$ cat src/rtl/unicycle_steering_law_defines.svh
// Assertion macros for the steering law block.
`ifndef UNICYCLE_STEERING_LAW_DEFINES_SVH
`define UNICYCLE_STEERING_LAW_DEFINES_SVH
`ifndef SYNTH
`define USL_ASSERT(lbl, clk, rst_n, cond) \
    lbl: assert property (@(posedge clk) disable iff (!rst_n) (cond)) \
        else $error("steering law assertion failed");
`define USL_ASSERT_NEXT(lbl, clk, rst_n, ante, cons) \
    lbl: assert property (@(posedge clk) disable iff (!rst_n) (ante) |=> (cons)) \
        else $error("steering law assertion failed");
`define USL_ASSERT_RST(lbl, clk, rst_n, cons) \
    lbl: assert property (@(posedge clk) (!rst_n) |=> (cons)) \
        else $error("steering law reset assertion failed");
`else
`define USL_ASSERT(lbl, clk, rst_n, cond)
`define USL_ASSERT_NEXT(lbl, clk, rst_n, ante, cons)
`define USL_ASSERT_RST(lbl, clk, rst_n, cons)
`endif
`endif

$ cat src/rtl/usl_pkg.sv
// Shared constants, types and the arctangent table of the steering law block.
package usl_pkg;
    localparam int CORDIC_STAGES = 16;
    localparam int ANG_TABLE_LEN = 24;
    localparam int N_STAGES = (CORDIC_STAGES < ANG_TABLE_LEN) ? CORDIC_STAGES : ANG_TABLE_LEN;

    localparam int VW = 36;   // vectoring datapath width
    localparam int RW = 34;   // rotation datapath width
    localparam int ZW = 26;   // rotation angle width

    localparam logic [23:0] HALF_TURN_24 = 24'h800000;
    localparam logic [15:0] INV_GAIN_Q16 = 16'd39797;
    localparam logic signed [RW-1:0] INV_GAIN_Q30 = 34'sd652032874;
    localparam logic signed [15:0] PI_Q13 = 16'sd25736;
    localparam logic [14:0] Q15_MAX = 15'd32767;

    localparam logic [1:0] REG_ARRIVE = 2'd0;
    localparam logic [1:0] REG_DGAIN  = 2'd1;
    localparam logic [1:0] REG_HGAIN  = 2'd2;

    typedef struct packed {
        logic        steer;
        logic [15:0] heading;
    } t_vside;

    typedef struct packed {
        logic              stop;
        logic              e_ok;
        logic signed [15:0] yaw;
        logic [14:0]       term;
    } t_rside;

    function automatic logic [21:0] atan_entry(input int i);
        logic [21:0] v;
        case (i)
            0: v = 22'd2097152;  1: v = 22'd1238021;  2: v = 22'd654136;
            3: v = 22'd332050;   4: v = 22'd166669;   5: v = 22'd83416;
            6: v = 22'd41718;    7: v = 22'd20860;    8: v = 22'd10430;
            9: v = 22'd5215;     10: v = 22'd2608;    11: v = 22'd1304;
            12: v = 22'd652;     13: v = 22'd326;     14: v = 22'd163;
            15: v = 22'd81;      16: v = 22'd41;      17: v = 22'd20;
            18: v = 22'd10;      19: v = 22'd5;       20: v = 22'd3;
            21: v = 22'd1;       22: v = 22'd1;
            default: v = 22'd0;
        endcase
        return v;
    endfunction
endpackage

$ cat src/rtl/usl_rotate.sv
// Pipelined CORDIC rotation: cosine of the heading error.
module usl_rotate (
    input  logic                               i_clk,
    input  logic                               i_rst_n,
    input  logic                               i_en,
    input  logic                               i_valid,
    input  logic signed [15:0]                 i_e,
    input  usl_pkg::t_rside                    i_side,
    output logic                               o_valid,
    output logic signed [usl_pkg::RW-1:0]      o_x,
    output usl_pkg::t_rside                    o_side
);
    localparam int N = usl_pkg::N_STAGES;

    logic                          r_v [0:N];
    logic signed [usl_pkg::RW-1:0] r_x [0:N];
    logic signed [usl_pkg::RW-1:0] r_y [0:N];
    logic signed [usl_pkg::ZW-1:0] r_z [0:N];
    usl_pkg::t_rside               r_s [0:N];

    always_ff @(posedge i_clk) begin
        if (!i_rst_n) begin
            r_v[0] <= 1'b0;
        end else if (i_en) begin
            r_v[0] <= i_valid;
        end
    end

    always_ff @(posedge i_clk) begin
        if (i_en) begin
            r_x[0] <= usl_pkg::INV_GAIN_Q30;
            r_y[0] <= '0;
            r_z[0] <= usl_pkg::ZW'($signed({i_e, 8'd0}));
            r_s[0] <= i_side;
        end
    end

    for (genvar k = 0; k < N; k++) begin : g_stage
        logic signed [usl_pkg::RW-1:0] xs, ys;
        logic signed [usl_pkg::ZW-1:0] at;
        assign xs = r_x[k] >>> k;
        assign ys = r_y[k] >>> k;
        assign at = usl_pkg::ZW'(usl_pkg::atan_entry(k));

        always_ff @(posedge i_clk) begin
            if (!i_rst_n) begin
                r_v[k+1] <= 1'b0;
            end else if (i_en) begin
                r_v[k+1] <= r_v[k];
            end
        end

        always_ff @(posedge i_clk) begin
            if (i_en) begin
                if (r_z[k] >= 0) begin
                    r_x[k+1] <= r_x[k] - ys;
                    r_y[k+1] <= r_y[k] + xs;
                    r_z[k+1] <= r_z[k] - at;
                end else begin
                    r_x[k+1] <= r_x[k] + ys;
                    r_y[k+1] <= r_y[k] - xs;
                    r_z[k+1] <= r_z[k] + at;
                end
                r_s[k+1] <= r_s[k];
            end
        end
    end

    assign o_valid = r_v[N];
    assign o_x     = r_x[N];
    assign o_side  = r_s[N];
endmodule

$ cat config.mk
export PLATFORM = sky130hd
export DESIGN_NAME = usl_rotate
export DESIGN_NICKNAME = d
export VERILOG_FILES = /design/src/rtl/unicycle_steering_law_defines.svh /design/src/rtl/usl_pkg.sv /design/src/rtl/usl_rotate.sv
export SDC_FILE = /design/constraint.sdc
export NUM_CORES = 2
export LEC_CHECK = 0
export BUFFER_PORTS_ARGS = -buffer_cell sky130_fd_sc_hd__buf_2
export CAP_MARGIN = 10
export CORE_MARGIN = 2
export CORE_UTILIZATION = 47
export DETAILED_ROUTE_END_ITERATION = 8
export PLACE_DENSITY = 0.73
export SYNTH_ARGS = -nofsm -noshare
export SYNTH_HDL_FRONTEND = slang
export SYNTH_SLANG_ARGS = --single-unit
$ cat constraint.sdc
create_clock -name i_clk -period 5.5 [get_ports i_clk]
set_clock_uncertainty 0.15 [all_clocks]
set_input_delay 0.275 -clock i_clk [delete_from_list [all_inputs] [get_ports i_clk]]
set_output_delay 0.275 -clock i_clk [all_outputs]
set_load 0.05 [all_outputs]
==> impl_metrics.json <==
{
  "grtUsageTotal": 0.205,
  "synth_area_leaders": "edfxtp_1 44%, ha_1 12%, xnor2_1 7.3%",
  "grt-ovfl-total": 0,
  "die_h_um": 526,
  "drv_slew": 0,
  "start_util": 0.473,
  "rsz0062_at_grt": "no",
  "synth_enable_flop_cells": 1877,
  "drive_above_1_share": 0.0617,
  "drt.antenna.violating_nets": 0,
  "slew_headroom": 0.301,
  "async_reset_ff_frac": 0,
  "postSynthCellCount": 12200,
  "synth_fp_nets": 13500,
  "yosys.cell_types.count": 104,
  "synth_largest_area_cell": "edfxtp_1",
  "drc_errors": 0,
  "clock_latency_ns": 0.93,
  "yosysTopAreaCellShare": 0.440,
  "cts_tree": "done",
  "clk_pin_slew_ns": 0.06,
  "io-pin-count": 121,
  "wl_per_cell_um": 17.9,
  "syn_avg_cell_area_um2": 10.5,
  "placement.io_buffers": 120,
  "netlist_area_mm2": 0.128,
  "clockRootBuffer": "clkbuf_16",
  "fin_ws_ns": 0.278,
  "status": "finished clean",
  "startpoint_type": "flip-flop",
  "worst-endpoint-arrival_ns": 5.67,
  "clockBufferDepth": 4,
  "place_congestion": 0.948,
  "core_area_mm2": 0.271,
  "worst_pin_slew_ns": 1.05,
  "cp_max_fo": 8,
  "path_class": "flip-flop to flip-flop",
  "firstDrtPassIters": 8,
  "die-area_mm2": 0.277,
  "final_nets": 13900,
  "cts_buffers": 213,
  "routed_via_density": 5.69,
  "setup_viol": 0,
  "cts_max_level": 4,
  "grt_max_degree": 147,
  "yosys.cell_count.top_type": "edfxtp_1",
  "drt-total-wl_um": 293000,
  "crit_path_end_kind": "flip-flop",
  "area_growth_pct": 11.0,
  "cap_violations": 0,
  "ys.flop_type": "edfxtp_1",
  "row_count": 191,
  "grt_pass1_vias": 88200,
  "timing.setup.tns_ns": 0,
  "ys_seq_elements": 1878,
  "ys_seq_area_frac": 0.440,
  "min-delay-path-class": "input pin to flip-flop",
  "final_hold_viol_count": 0,
  "post-route-period-util": 0.949,
  "fin_crit_ns": 5.22,
  "via_count": 93100,
  "fillCellCount": 23900,
  "hpwl_um": 226000,
  "grt_pass1_wl_um": 468000,
  "synth_common_cells": "1877 x edfxtp_1, 1231 x ha_1, 1110 x a21oi_1",
  "synth_warnings": 0,
  "drt_iter0_markers": 6535,
  "antenna_found_initial": 1,
  "fin_util": 0.525,
  "dp_slack_ns": 0.0158,
  "crit_required_ns": 5.95,
  "cts.sinks": 1878,
  "die_w_um": 526,
  "fmax_ghz": 0.191
}
[final cells by class]
| cell class | instances | area (µm²) | share of cell area |
|---|---|---|---|
| Inverter | 468 | 1760 | 0.0124 |
| Timing Repair Buffer | 393 | 3010 | 0.0212 |
| Tap cell | 3570 | 4470 | 0.0314 |
| Multi-Input combinational cell | 9659 | 69300 | 0.488 |
| Sequential cell | 1878 | 56400 | 0.396 |
| Clock buffer | 245 | 5510 | 0.0388 |
| Clock inverter | 143 | 1740 | 0.0122 |
| Antenna cell | 2 | 5.00 | 0.0000352 |
[worst paths after layout]
| check | startpoint | slack (ns) | endpoint | depth (start not counted) |
|---|---|---|---|---|
| setup / recovery | r_y[6][12] | 0.28 | r_x[7][31] | 18 |
| hold / removal | i_rst_n | 0.16 | r_v[16] | 3 |
| setup reg to reg | r_y[6][12] | 0.28 | r_x[7][31] | 18 |
| hold reg to reg | r_s[5][15] | 0.20 | r_s[6][15] | 0 |
[layout by cell type, fill, tap and decap left out, types with 117 or more instances in the layout]
cell and instances:
buf_2 119, o21ai_0 682, and3_1 140, nor2_1 979, nand2b_1 188, o31ai_1 129
edfxtp_1 1877, nor3_1 336, nand3_1 169, nor2b_1 175, a21oi_1 1110, o21a_1 199
a211oi_1 121, ha_1 1231, inv_1 457, xnor2_1 1071, a31oi_1 125, buf_4 163
a21o_1 508, xor2_1 553, or3_1 117, nand2_1 644, clkbuf_16 216
[worst max-delay path, stage by stage, from the launching register on]
cell	delay [ns]
edfxtp_1	0.48
or4_1	0.59
or3_1	0.40
nand2b_1	0.21
nor4_1	0.25
buf_4	0.20
nor2_1	0.05
xor2_1	0.16
ha_1	0.39
a21oi_1	0.17
nor2_1	0.05
a311o_1	0.31
a21oi_1	0.19
a21boi_0	0.19
o311ai_1	0.39
buf_4	0.19
a21oi_1	0.11
o41ai_1	0.34
a221oi_1	0.11
[sequential cells by signal (all words and copies together) (netlist names)]
signal  count
r_s       561
r_z       354
r_x       484
r_v        17
r_y       462
[through the flow]
stage,cells,instance area [µm²],hold slack [ns]
global route,16400,142000,0.118
CTS,16400,142000,0.0407
global placement,15900,134000,0.250
detailed placement,15900,134000,0.255
floorplan,12200,128000,0.224
finish,16400,142000,0.156
[metal layers]
layer  vias to the layer above  GRT usage  share of wire
li1                      46500          -              -
met1                     43900      0.258           0.43
met2                      2159      0.363           0.49
met3                       563     0.0229          0.043
met4                         0     0.0754          0.037
met5                         -          0              0
[timing repair]
action                                  4_1_cts  5_1_grt
hold buffers                                103        0
buffers inserted                              0        0
resized for setup                             1       19
endpoints found under the setup margin        1       22
cloned                                        0        0
endpoints found under the hold margin       286        0
[logic make-up (layout without fill, tap and decap cells)]
family / after synthesis / in the layout / share of synthesized area
AOI/OAI and AO/OA: 3501 / 3501 / 0.174
xor gates and xnor gates: 1627 / 1627 / 0.112
adders and majority gates: 1273 / 1273 / 0.127
buffers and inverters: 655 / 1249 / 0.0194
DFF: 1878 / 1878 / 0.440
muxes: 87 / 87 / 0.00718
other: 0 / 2 / 0
and+or+nand+nor: 3171 / 3171 / 0.121
Power is not shown: default switching activity piles up to over one toggle a cycle in this logic, so the estimate is an artifact.
